$ cat config.mk
export PLATFORM = sky130hd
export DESIGN_NAME = philox_uniform_generator_flat
export DESIGN_NICKNAME = d
export VERILOG_FILES = /design/src/rtl/phx_pkg.sv /design/src/rtl/phx_req_if.sv /design/src/rtl/phx_smp_if.sv /design/src/rtl/phx_cfg.sv /design/src/rtl/phx_ctrl.sv /design/src/rtl/phx_dp.sv /design/src/rtl/philox_uniform_generator.sv /design/src/flat_wrapper.sv
export SDC_FILE = /design/constraint.sdc
export NUM_CORES = 2
export LEC_CHECK = 0
export ABC_AREA = 1
export BUFFER_PORTS_ARGS = -buffer_cell sky130_fd_sc_hd__buf_2
export CAP_MARGIN = 20
export CELL_PAD_IN_SITES_DETAIL_PLACEMENT = 1
export CELL_PAD_IN_SITES_GLOBAL_PLACEMENT = 2
export CORE_MARGIN = 2
export CORE_UTILIZATION = 35
export DETAILED_ROUTE_END_ITERATION = 16
export PLACE_DENSITY = 0.77
export SYNTH_ARGS = -nofsm -noshare
export SYNTH_HDL_FRONTEND = slang
export SYNTH_HIERARCHICAL = 1
export SYNTH_SLANG_ARGS = --single-unit
$ cat constraint.sdc
create_clock -name clk -period 14.92 [get_ports clk]
set_clock_uncertainty 0.05 [all_clocks]
set_input_delay 2.984 -clock clk [delete_from_list [all_inputs] [get_ports clk]]
set_output_delay 2.984 -clock clk [all_outputs]
set_load 0.03 [all_outputs]
$ cat src/rtl/phx_pkg.sv
// ----------------------------------------------------------------------------
// phx_pkg
// shared constants, request codes and control structs of the philox generator
// ----------------------------------------------------------------------------
package phx_pkg;

  localparam int unsigned ROUNDS     = 10;
  localparam int unsigned ROUND_W    = $clog2(ROUNDS);
  localparam int unsigned WORD_W     = 32;
  localparam int unsigned SAMPLE_W   = 23;
  localparam int unsigned SEED_W     = 64;
  localparam int unsigned CTR_W      = 4 * WORD_W;
  localparam int unsigned APB_ADDR_W = 4;
  localparam int unsigned APB_DATA_W = 64;

  localparam logic [WORD_W-1:0] WEYL_A = 32'h9E37_79B9;
  localparam logic [WORD_W-1:0] WEYL_B = 32'hBB67_AE85;
  localparam logic [WORD_W-1:0] MUL_A  = 32'hD251_1F53;
  localparam logic [WORD_W-1:0] MUL_B  = 32'hCD9E_8D57;

  typedef enum logic [1:0] {
    REQ_GEN     = 2'd0,
    REQ_SKIP    = 2'd1,
    REQ_RESTART = 2'd2
  } req_code_t;

  // register select bit of the apb address
  localparam int unsigned REG_SEL_BIT = 3;
  localparam logic REG_KEY    = 1'b0;
  localparam logic REG_STREAM = 1'b1;

  typedef struct packed {
    logic load_gen;
    logic round_en;
    logic emit;
    logic do_skip;
    logic do_restart;
  } phx_cmd_t;

  typedef struct packed {
    logic last_round;
    logic out_free;
  } phx_sts_t;

endpackage

$ cat src/rtl/phx_req_if.sv
// ----------------------------------------------------------------------------
// phx_req_if
// request channel: request code and skip count
// ----------------------------------------------------------------------------
interface phx_req_if;
  logic        valid;
  logic        ready;
  logic [1:0]  req_type;
  logic [63:0] skip_count;

  modport source (output valid, output req_type, output skip_count, input ready);
  modport sink   (input valid, input req_type, input skip_count, output ready);
endinterface

$ cat src/rtl/phx_smp_if.sv
// ----------------------------------------------------------------------------
// phx_smp_if
// sample channel: four uniform fractions in units of 2^-23
// ----------------------------------------------------------------------------
interface phx_smp_if;
  logic        valid;
  logic        ready;
  logic [22:0] sample_zero;
  logic [22:0] sample_one;
  logic [22:0] sample_two;
  logic [22:0] sample_three;

  modport source (output valid, output sample_zero, output sample_one,
                  output sample_two, output sample_three, input ready);
  modport sink   (input valid, input sample_zero, input sample_one,
                  input sample_two, input sample_three, output ready);
endinterface

$ cat src/rtl/phx_cfg.sv
// ----------------------------------------------------------------------------
// phx_cfg
// apb register file holding the key seed and the stream seed
// ----------------------------------------------------------------------------
module phx_cfg import phx_pkg::*; (
  input  logic                  clk,
  input  logic                  rst,
  input  logic                  psel,
  input  logic                  penable,
  input  logic                  pwrite,
  input  logic [APB_ADDR_W-1:0] paddr,
  input  logic [APB_DATA_W-1:0] pwdata,
  output logic [APB_DATA_W-1:0] prdata,
  output logic                  pready,
  output logic [SEED_W-1:0]     key_seed,
  output logic [SEED_W-1:0]     stream_seed
);

  logic wr_en;
  logic reg_sel;

  assign pready  = 1'b1;
  assign wr_en   = psel && penable && pwrite;
  assign reg_sel = paddr[REG_SEL_BIT];

  always_ff @(posedge clk) begin
    if (rst) begin
      key_seed    <= '0;
      stream_seed <= '0;
    end else if (wr_en) begin
      if (reg_sel == REG_KEY) begin
        key_seed <= pwdata;
      end else begin
        stream_seed <= pwdata;
      end
    end
  end

  assign prdata = (reg_sel == REG_KEY) ? key_seed : stream_seed;

endmodule

$ cat src/rtl/phx_ctrl.sv
// ----------------------------------------------------------------------------
// phx_ctrl
// request sequencer: decodes requests, steps the rounds, hands off results
// ----------------------------------------------------------------------------
module phx_ctrl import phx_pkg::*; (
  input  logic       clk,
  input  logic       rst,
  input  logic       in_valid,
  input  logic [1:0] req_type,
  output logic       in_ready,
  input  phx_sts_t   sts,
  output phx_cmd_t   cmd
);

  typedef enum logic [2:0] {
    S_IDLE = 3'b001,
    S_RUN  = 3'b010,
    S_DONE = 3'b100
  } state_t;

  state_t state;
  state_t state_next;
  logic   accept;

  // no item is taken while reset is held
  assign in_ready = (state == S_IDLE) && !rst;
  assign accept   = in_valid && in_ready;

  always_comb begin
    state_next = state;
    cmd        = '0;
    case (state)
      S_IDLE: begin
        if (accept) begin
          case (req_type)
            REQ_GEN: begin
              cmd.load_gen = 1'b1;
              state_next   = S_RUN;
            end
            REQ_SKIP:    cmd.do_skip    = 1'b1;
            REQ_RESTART: cmd.do_restart = 1'b1;
            default:     ;
          endcase
        end
      end
      S_RUN: begin
        cmd.round_en = 1'b1;
        if (sts.last_round) begin
          state_next = S_DONE;
        end
      end
      S_DONE: begin
        // wait for the output register to free up
        if (sts.out_free) begin
          cmd.emit   = 1'b1;
          state_next = S_IDLE;
        end
      end
      default: state_next = S_IDLE;
    endcase
  end

  always_ff @(posedge clk) begin
    if (rst) begin
      state <= S_IDLE;
    end else begin
      state <= state_next;
    end
  end

  a_emit_needs_slot: assert property (@(posedge clk) disable iff (rst)
    cmd.emit |-> sts.out_free)
    else $error("result written into an occupied output register");

  a_gen_starts_run: assert property (@(posedge clk) disable iff (rst)
    (accept && req_type == REQ_GEN) |=> state == S_RUN)
    else $error("generate request did not start the rounds");

  a_rounds_before_emit: assert property (@(posedge clk) disable iff (rst)
    cmd.emit |-> $past(state) == S_RUN || $past(state) == S_DONE)
    else $error("result emitted without running the rounds");

endmodule

$ cat src/rtl/phx_dp.sv
// ----------------------------------------------------------------------------
// phx_dp
// datapath: block counter, shared philox round unit, key schedule, output reg
// ----------------------------------------------------------------------------
module phx_dp import phx_pkg::*; (
  input  logic                clk,
  input  logic                rst,
  input  phx_cmd_t            cmd,
  output phx_sts_t            sts,
  input  logic [SEED_W-1:0]   key_seed,
  input  logic [SEED_W-1:0]   stream_seed,
  input  logic [63:0]         skip_count,
  output logic                out_valid,
  input  logic                out_ready,
  output logic [SAMPLE_W-1:0] sample_zero,
  output logic [SAMPLE_W-1:0] sample_one,
  output logic [SAMPLE_W-1:0] sample_two,
  output logic [SAMPLE_W-1:0] sample_three
);

  logic [CTR_W-1:0]   counter;
  logic [CTR_W-1:0]   counter_next;
  logic [63:0]        addend;
  logic [WORD_W-1:0]  c_word [4];
  logic [WORD_W-1:0]  key0;
  logic [WORD_W-1:0]  key1;
  logic [ROUND_W-1:0] rnd_cnt;
  logic [2*WORD_W-1:0] prod0;
  logic [2*WORD_W-1:0] prod1;
  logic [WORD_W-1:0]  n_word [4];

  // one philox round
  always_comb begin
    prod0     = (2*WORD_W)'(MUL_A) * (2*WORD_W)'(c_word[0]);
    prod1     = (2*WORD_W)'(MUL_B) * (2*WORD_W)'(c_word[2]);
    n_word[0] = prod1[2*WORD_W-1:WORD_W] ^ c_word[1] ^ key0;
    n_word[1] = prod1[WORD_W-1:0];
    n_word[2] = prod0[2*WORD_W-1:WORD_W] ^ c_word[3] ^ key1;
    n_word[3] = prod0[WORD_W-1:0];
  end

  always_ff @(posedge clk) begin
    if (cmd.load_gen) begin
      c_word[0] <= counter[WORD_W-1:0];
      c_word[1] <= counter[2*WORD_W-1:WORD_W];
      c_word[2] <= counter[3*WORD_W-1:2*WORD_W];
      c_word[3] <= counter[4*WORD_W-1:3*WORD_W];
      key0      <= key_seed[WORD_W-1:0];
      key1      <= key_seed[2*WORD_W-1:WORD_W];
    end else if (cmd.round_en) begin
      c_word <= n_word;
      key0   <= key0 + WEYL_A;
      key1   <= key1 + WEYL_B;
    end
  end

  always_ff @(posedge clk) begin
    if (rst) begin
      rnd_cnt <= '0;
    end else if (cmd.load_gen) begin
      rnd_cnt <= '0;
    end else if (cmd.round_en) begin
      rnd_cnt <= rnd_cnt + ROUND_W'(1);
    end
  end

  assign sts.last_round = (rnd_cnt == ROUND_W'(ROUNDS - 1));
  assign sts.out_free   = !out_valid || out_ready;

  // counter advances by one after a generate or by the skip count
  assign addend = cmd.emit ? 64'd1 : skip_count;

  always_comb begin
    counter_next = counter;
    if (cmd.do_restart) begin
      counter_next = {stream_seed, 64'd0};
    end else if (cmd.emit || cmd.do_skip) begin
      counter_next = counter + {64'd0, addend};
    end
  end

  always_ff @(posedge clk) begin
    if (rst) begin
      counter <= '0;
    end else begin
      counter <= counter_next;
    end
  end

  always_ff @(posedge clk) begin
    if (rst) begin
      out_valid <= 1'b0;
    end else if (cmd.emit) begin
      out_valid <= 1'b1;
    end else if (out_ready) begin
      out_valid <= 1'b0;
    end
  end

  always_ff @(posedge clk) begin
    if (cmd.emit) begin
      sample_zero  <= c_word[0][SAMPLE_W-1:0];
      sample_one   <= c_word[1][SAMPLE_W-1:0];
      sample_two   <= c_word[2][SAMPLE_W-1:0];
      sample_three <= c_word[3][SAMPLE_W-1:0];
    end
  end

  a_emit_bumps_counter: assert property (@(posedge clk) disable iff (rst)
    cmd.emit |=> counter == $past(counter) + CTR_W'(1))
    else $error("counter did not advance after a result");

  a_load_clears_rounds: assert property (@(posedge clk) disable iff (rst)
    cmd.load_gen |=> rnd_cnt == '0)
    else $error("round count not cleared at generate start");

  a_emit_sets_valid: assert property (@(posedge clk) disable iff (rst)
    cmd.emit |=> out_valid)
    else $error("output register not marked valid after a result");

endmodule

$ cat src/rtl/philox_uniform_generator.sv
// ----------------------------------------------------------------------------
// philox_uniform_generator
// philox4x32-10 counter based generator giving four uniform samples per item
// ----------------------------------------------------------------------------
//  channel   dir   handshake          payload
//  req       in    valid / ready      req_type, skip_count
//  smp       out   valid / ready      sample_zero .. sample_three
//  apb       in    psel / penable     paddr, pwdata (key_seed @0, stream_seed @8)
//
//  a generate item is taken in the accept cycle, runs ten rounds through the
//  single shared round unit, then waits in hand-off for a free output register:
//  the result is registered there and the next item is taken after hand-off
//  skip, restart and unused codes finish in the accept cycle
//  a finished result sits in the output register; the next item is accepted
//  while it waits, a second result stalls in hand-off until the slot frees
//  rst is synchronous: counter, key and stream seed clear to zero, req.ready low
// ----------------------------------------------------------------------------
module philox_uniform_generator import phx_pkg::*; (
  input  logic                  clk,
  input  logic                  rst,
  phx_req_if.sink               req,
  phx_smp_if.source             smp,
  input  logic                  psel,
  input  logic                  penable,
  input  logic                  pwrite,
  input  logic [APB_ADDR_W-1:0] paddr,
  input  logic [APB_DATA_W-1:0] pwdata,
  output logic [APB_DATA_W-1:0] prdata,
  output logic                  pready
);

  logic [SEED_W-1:0] key_seed;
  logic [SEED_W-1:0] stream_seed;
  phx_cmd_t          cmd;
  phx_sts_t          sts;
  logic              in_ready;

  phx_cfg u_cfg (
    .clk         (clk),
    .rst         (rst),
    .psel        (psel),
    .penable     (penable),
    .pwrite      (pwrite),
    .paddr       (paddr),
    .pwdata      (pwdata),
    .prdata      (prdata),
    .pready      (pready),
    .key_seed    (key_seed),
    .stream_seed (stream_seed)
  );

  phx_ctrl u_ctrl (
    .clk      (clk),
    .rst      (rst),
    .in_valid (req.valid),
    .req_type (req.req_type),
    .in_ready (in_ready),
    .sts      (sts),
    .cmd      (cmd)
  );

  assign req.ready = in_ready;

  phx_dp u_dp (
    .clk          (clk),
    .rst          (rst),
    .cmd          (cmd),
    .sts          (sts),
    .key_seed     (key_seed),
    .stream_seed  (stream_seed),
    .skip_count   (req.skip_count),
    .out_valid    (smp.valid),
    .out_ready    (smp.ready),
    .sample_zero  (smp.sample_zero),
    .sample_one   (smp.sample_one),
    .sample_two   (smp.sample_two),
    .sample_three (smp.sample_three)
  );

endmodule

$ cat src/flat_wrapper.sv
// flat-port wrapper written by rule: the top's interface ports become plain ports
module philox_uniform_generator_flat import phx_pkg::*;
  (clk, rst, psel, penable, pwrite, paddr, pwdata, prdata, pready, req_valid, req_req_type, req_skip_count, req_ready, smp_valid, smp_sample_zero, smp_sample_one, smp_sample_two, smp_sample_three, smp_ready);
  phx_req_if req_i ();
  phx_smp_if smp_i ();
  input  logic clk;
  input  logic rst;
  input  logic psel;
  input  logic penable;
  input  logic pwrite;
  input  logic [APB_ADDR_W-1:0] paddr;
  input  logic [APB_DATA_W-1:0] pwdata;
  output logic [APB_DATA_W-1:0] prdata;
  output logic pready;
  input wire logic [$bits(req_i.valid)-1:0] req_valid;
  input wire logic [$bits(req_i.req_type)-1:0] req_req_type;
  input wire logic [$bits(req_i.skip_count)-1:0] req_skip_count;
  output wire logic [$bits(req_i.ready)-1:0] req_ready;
  output wire logic [$bits(smp_i.valid)-1:0] smp_valid;
  output wire logic [$bits(smp_i.sample_zero)-1:0] smp_sample_zero;
  output wire logic [$bits(smp_i.sample_one)-1:0] smp_sample_one;
  output wire logic [$bits(smp_i.sample_two)-1:0] smp_sample_two;
  output wire logic [$bits(smp_i.sample_three)-1:0] smp_sample_three;
  input wire logic [$bits(smp_i.ready)-1:0] smp_ready;
  assign req_i.valid = req_valid;
  assign req_i.req_type = req_req_type;
  assign req_i.skip_count = req_skip_count;
  assign req_ready = req_i.ready;
  assign smp_valid = smp_i.valid;
  assign smp_sample_zero = smp_i.sample_zero;
  assign smp_sample_one = smp_i.sample_one;
  assign smp_sample_two = smp_i.sample_two;
  assign smp_sample_three = smp_i.sample_three;
  assign smp_i.ready = smp_ready;
  philox_uniform_generator u_core (.clk(clk), .rst(rst), .req(req_i), .smp(smp_i), .psel(psel), .penable(penable), .pwrite(pwrite), .paddr(paddr), .pwdata(pwdata), .prdata(prdata), .pready(pready));
endmodule
* Word-level counts from Yosys, hierarchy flattened
Index checks and enable logic that the tools add are counted.
** Operators by class
- Add/sub/neg operators :: 4
- Multiply operators :: 2
- Eq/ne operators :: 10
- Multiplexer cells :: 27
- Bitwise logic cells :: 5
- Reduce and logical (&&, ||, !) cells :: 17
** Operators by type and width (number)
- 128-bit two-way mux :: 4
- 128-bit by 64-bit adder with 128-bit output :: 1
- 32-bit by 32-bit multiplier with 64-bit output, first input constant :: 2
- 32-bit two-way mux :: 4
- 64-bit two-way mux :: 2
- 32-bit XOR :: 4
- 32-bit adder, second input constant :: 2
- 3-bit two-way mux :: 4
- 1-bit two-way mux :: 10
- 3-bit one-hot mux with 3 select lines :: 1
- 2-bit by 1-bit != test with 1-bit output, second input constant :: 3
- 2-bit nonzero test :: 3
- 4-bit by 1-bit adder with 4-bit output, second input constant :: 1
- 4-bit equality test, second input constant :: 1
- 1-bit logical AND :: 4
- 2-bit two-way mux :: 2
- 2-bit AND reduction :: 2
- 4-bit AND reduction :: 1
- 2-bit OR reduction :: 2
- 3-bit by 1-bit equality test with 1-bit output, second input constant :: 1
- 3-bit by 2-bit equality test with 1-bit output, second input constant :: 1
- 3-bit equality test, second input constant :: 1
- 2-bit by 1-bit equality test with 1-bit output, second input constant :: 1
- 2-bit equality test, second input constant :: 1
- 5 further kinds :: 7
** Word-level totals
- Register bits after elaboration :: 548
- Input port bits :: 141
- Logic and storage cells :: 82

* Longest topological paths before layout
- Word-level depth :: 8
- Gate-level depth with buffers :: 32
- Depth with buffers taken out :: 32

* Hierarchy
Netlist, hierarchy kept.
** By module, submodules not included
- phx_dp :: times used 1, cells an instance 8721, area an instance 67373.4 µm², sequential area each 11190.7 µm²
- phx_cfg :: times used 1, cells an instance 974, area an instance 6003.3 µm², sequential area each 2562.5 µm²
- phx_ctrl :: times used 1, cells an instance 42, area an instance 242.7 µm², sequential area each 60.1 µm²

* Worst setup path before layout
Ideal clock, no wire load.
- Path type :: input to register
- Start point :: input port smp_ready
- End point :: register u_core.u_dp.counter[61]
- Library setup time :: 115 ps
- Arrival time :: 14209 ps
- Setup slack :: 545 ps
- Stages :: 21
- Path buffers :: 2
- Cell sequence :: inv_1 nand2_1 inv_1 nor4_1 clkbuf_1 clkbuf_1 nor2_1 ha_1 nand2_2 inv_1 nand2_1 nand3_1 nand2_1 nand2_1 inv_1 nand2_1 a21oi_1 nand2_2 xor2_1 o21ai_0 inv_1
** RTL lines
- start: declaration :: line flat_wrapper.sv:24 : input wire logic [$bits(smp_i.ready)-1:0] smp_ready;
- end signal: assignment :: line phx_dp.sv:86 : counter <= counter_next;
- end: declaration :: line phx_dp.sv:21 : logic [CTR_W-1:0] counter;

* Worst setup path after layout
- Start point :: input port paddr[3]
- End point :: output port prdata[23]
** Between the ends
- Longest elaborated chain between the ends :: 1
** Ends and longest elaborated chain
- start: declaration :: line flat_wrapper.sv:11 : input logic [APB_ADDR_W-1:0] paddr;
- 64-bit two-way mux :: line phx_cfg.sv:39 : assign prdata = (reg_sel == REG_KEY) ? key_seed : stream_seed;
- end: declaration :: line flat_wrapper.sv:13 : output logic [APB_DATA_W-1:0] prdata;
Every way passes these cells.

==> impl_metrics.env <==
export IMPL_max_stage_delay_ns=0.77
export IMPL_clk_pin_slew_ns=0.05
export IMPL_cts_resized=0
export IMPL_worstSetupStartpointType="input pin"
export IMPL_max_freq_mhz=120.5
export IMPL_hpwl_um=283400
export IMPL_cp_top_family="buffers and inverters"
export IMPL_path_cells="buf_4, inv_4, buf_4, nand2_1, nand2_1, buf_2"
export IMPL_vias_per_cell=5.063
export IMPL_arrival_ns=5.27
export IMPL_syn_nets=11557
export IMPL_fillCellCount=25890
export IMPL_grt_setup_unrepaired="false"
export IMPL_critPathMaxFanout=70
export IMPL_fin_nets=11813
export IMPL_seq_area_frac_synth=0.1876
export IMPL_critPathSlowestCell="buf_4"
export IMPL_crit_required_ns=11.89
export IMPL_min_delay_start="u_core/u_dp/rnd_cnt[3]"
export IMPL_finalWorstSetupSlack_ns=6.619
export IMPL_hold_viol_final=0
export IMPL_slew_violations=0
export IMPL_overflow=0
export IMPL_final_cells=12869
export IMPL_drtPass1Iterations=6
export IMPL_synth_seq_cells=548
export IMPL_yosys_warnings=6
export IMPL_synthFlopType="edfxtp_1"
export IMPL_vias=65160
export IMPL_crit_reg2reg_launch="u_core/u_dp/c_word[38]"
export IMPL_core_area_um2=209400
export IMPL_grt_use_total=0.3059
export IMPL_worstSetupPathType="in2out"
export IMPL_finalSetupViolCount=0
export IMPL_grt_pass1_wl_um=477000
export IMPL_drtIter0Drc=4258
export IMPL_fp_dieH_um=462.6
export IMPL_tns_ns=0
export IMPL_hold_buffers=0
export IMPL_ant_nets=0
export IMPL_reg2reg_slack_ns=6.70
export IMPL_htree_num_levels=3
export IMPL_grt_max_degree=165
export IMPL_synth_area_um2=73620
export IMPL_place_inst=12721
export IMPL_whs_path_depth=1
export IMPL_synthCells=9737
export IMPL_worst_pin_slew_ns=1.067
export IMPL_async_reset_ff_frac=0
export IMPL_cap_violations=0
export IMPL_cts_root_buf="clkbuf_16"
export IMPL_synth_area_top_cells="fa_1 22%, ha_1 15%, inv_1 12%"
export IMPL_syn2layout_area_growth_pct=10.23
export IMPL_dieArea_um2=214000
export IMPL_fp_dieW_um=462.6
export IMPL_hp_class="reg2reg"
export IMPL_num_io_pins=300
export IMPL_outcome="finished, final reports clean"
export IMPL_synth_top_area_cell="fa_1"
export IMPL_hold_path_end="u_core/u_dp/rnd_cnt[3]"
export IMPL_synth_cell_types=58
export IMPL_grt_pass1_vias=69794
export IMPL_drive_gt1_frac=0.07480
export IMPL_place_ws_ns=6.551
export IMPL_cts_tree="yes"
export IMPL_wl_um=330200
export IMPL_crit_buf_inv=4
export IMPL_io_buffers=295
export IMPL_critical_path_startpoint="paddr[3]"
export IMPL_antenna_found_initial=19
export IMPL_syn_area_per_cell_um2=7.561
export IMPL_final_util=0.3876
export IMPL_post_drt_wl_per_cell_um=25.66
export IMPL_clock_sinks=548
export IMPL_fin_crit_ns=8.301
export IMPL_drc_errors=0
export IMPL_synth_top_area_frac=0.2192
export IMPL_gp_congestion=0.9743
export IMPL_crit_path_end_kind="output port"
export IMPL_start_util=0.3516
export IMPL_fin_crit_sh=0.5564
export IMPL_cts_setup_buffers=0
export IMPL_r2r_end="u_core/u_dp/c_word[95]"
export IMPL_r2r_cells=25
export IMPL_rows=168
export IMPL_max_slew_margin=0.2884
export IMPL_cts_buffers=75
export IMPL_clk_latency_ns=0.75
export IMPL_cts_buffer_depth=3
export IMPL_synth_edf_count=284
cell families (layout without fill, tap and decap cells):
logic type,count (synthesis),in the layout,share of synthesized area
adders and majority gates,1679,1679,0.3675
DFF,548,548,0.1876
buffers and inverters,2541,2858,0.1310
xor gates and xnor gates,225,225,0.02677
AOI/OAI and AO/OA,902,902,0.06618
other,1,11,0.00005094
and+or+nand+nor,3841,3841,0.2208
flip-flops by register name (all words and copies together) (netlist names):
register                  cells
u_core/u_cfg/key_seed        64
u_core/u_cfg/stream_seed     64
u_core/u_ctrl/state           3
u_core/u_dp/c_word          128
u_core/u_dp/counter         128
u_core/u_dp/key0             32
u_core/u_dp/key1             32
u_core/u_dp/out_valid         1
u_core/u_dp/rnd_cnt           4
u_core/u_dp/sample_one       23
u_core/u_dp/sample_three     23
u_core/u_dp/sample_two       23
u_core/u_dp/sample_zero      23
cells in the mapped netlist, types with 3 or more instances:
master,n
inv_1,2324
nand2_1,1973
nor2_1,939
ha_1,873
fa_1,806
nand3_1,547
o21ai_0,395
a21oi_1,350
edfxtp_1,284
dfxtp_1,264
xor2_1,135
clkbuf_1,94
xnor2_1,90
nor3_1,68
buf_2,61
nor2_2,61
nand4_1,51
or2_2,45
nand2_2,40
inv_2,37
a21o_1,30
nor3_2,27
nand3b_1,26
o21bai_1,25
a31oi_1,22
o21ai_1,22
nand3_2,21
o21a_1,18
nor4_1,12
buf_1,10
or2_1,10
o21ai_2,9
buf_4,7
clkinv_1,7
nor2_4,6
a21oi_2,5
and2_1,5
a21boi_0,4
o211ai_1,4
a21boi_2,3
and3_1,3
o31ai_1,3
metrics by stage:
stage | cell area, um2 | hold slack (ns)
final | 81150 | 0.4120
after global routing | 81130 | 0.4441
after CTS | 81130 | 0.4091
after detailed placement | 78350 | 0.4002
after global placement | 78350 | 0.3920
after floorplan | 73620 | 0.3716
cell type report:
class	instances	area, um2	area share
clock buffer	87	1992	0.02455
sequential	548	13810	0.1702
multi-input combinational	6648	50200	0.6186
timing repair buffer	352	1919	0.02365
antenna	10	25.02	0.0003084
tap	2805	3510	0.04325
inverter	2368	8904	0.1097
clock inverter	51	787.0	0.009698
placed cells by master, fill, tap and decap left out, types with 284 or more instances in the layout:
master and instances:
edfxtp_1 284, a21oi_1 350, fa_1 806, nand3_1 547
o21ai_0 395, ha_1 873, nand2_1 1973, buf_2 294
nor2_1 936, inv_1 2321
per-layer routing:
metal	part of all wire	track usage	vias to the layer above	wire length, um
li1	-	-	30368	-
met4	0.039	0.1063	4	12930
met2	0.47	0.5109	1565	154800
met3	0.048	0.03595	385	15750
met1	0.44	0.4082	32838	146700
met5	0.000070	0	-	23
worst max-delay path by stage:
stage / endpoint / depth (start not counted)
floorplan: u_core/u_dp/counter[61] / 21
global placement: prdata[22] / 6
detailed placement: prdata[22] / 6
CTS: prdata[22] / 6
global route: u_core/u_dp/c_word[95] / 25
finish: prdata[23] / 6
Power is left out: the tool's default activity adds up to more than one toggle a clock period on the data nets, which glitch-free logic cannot reach.
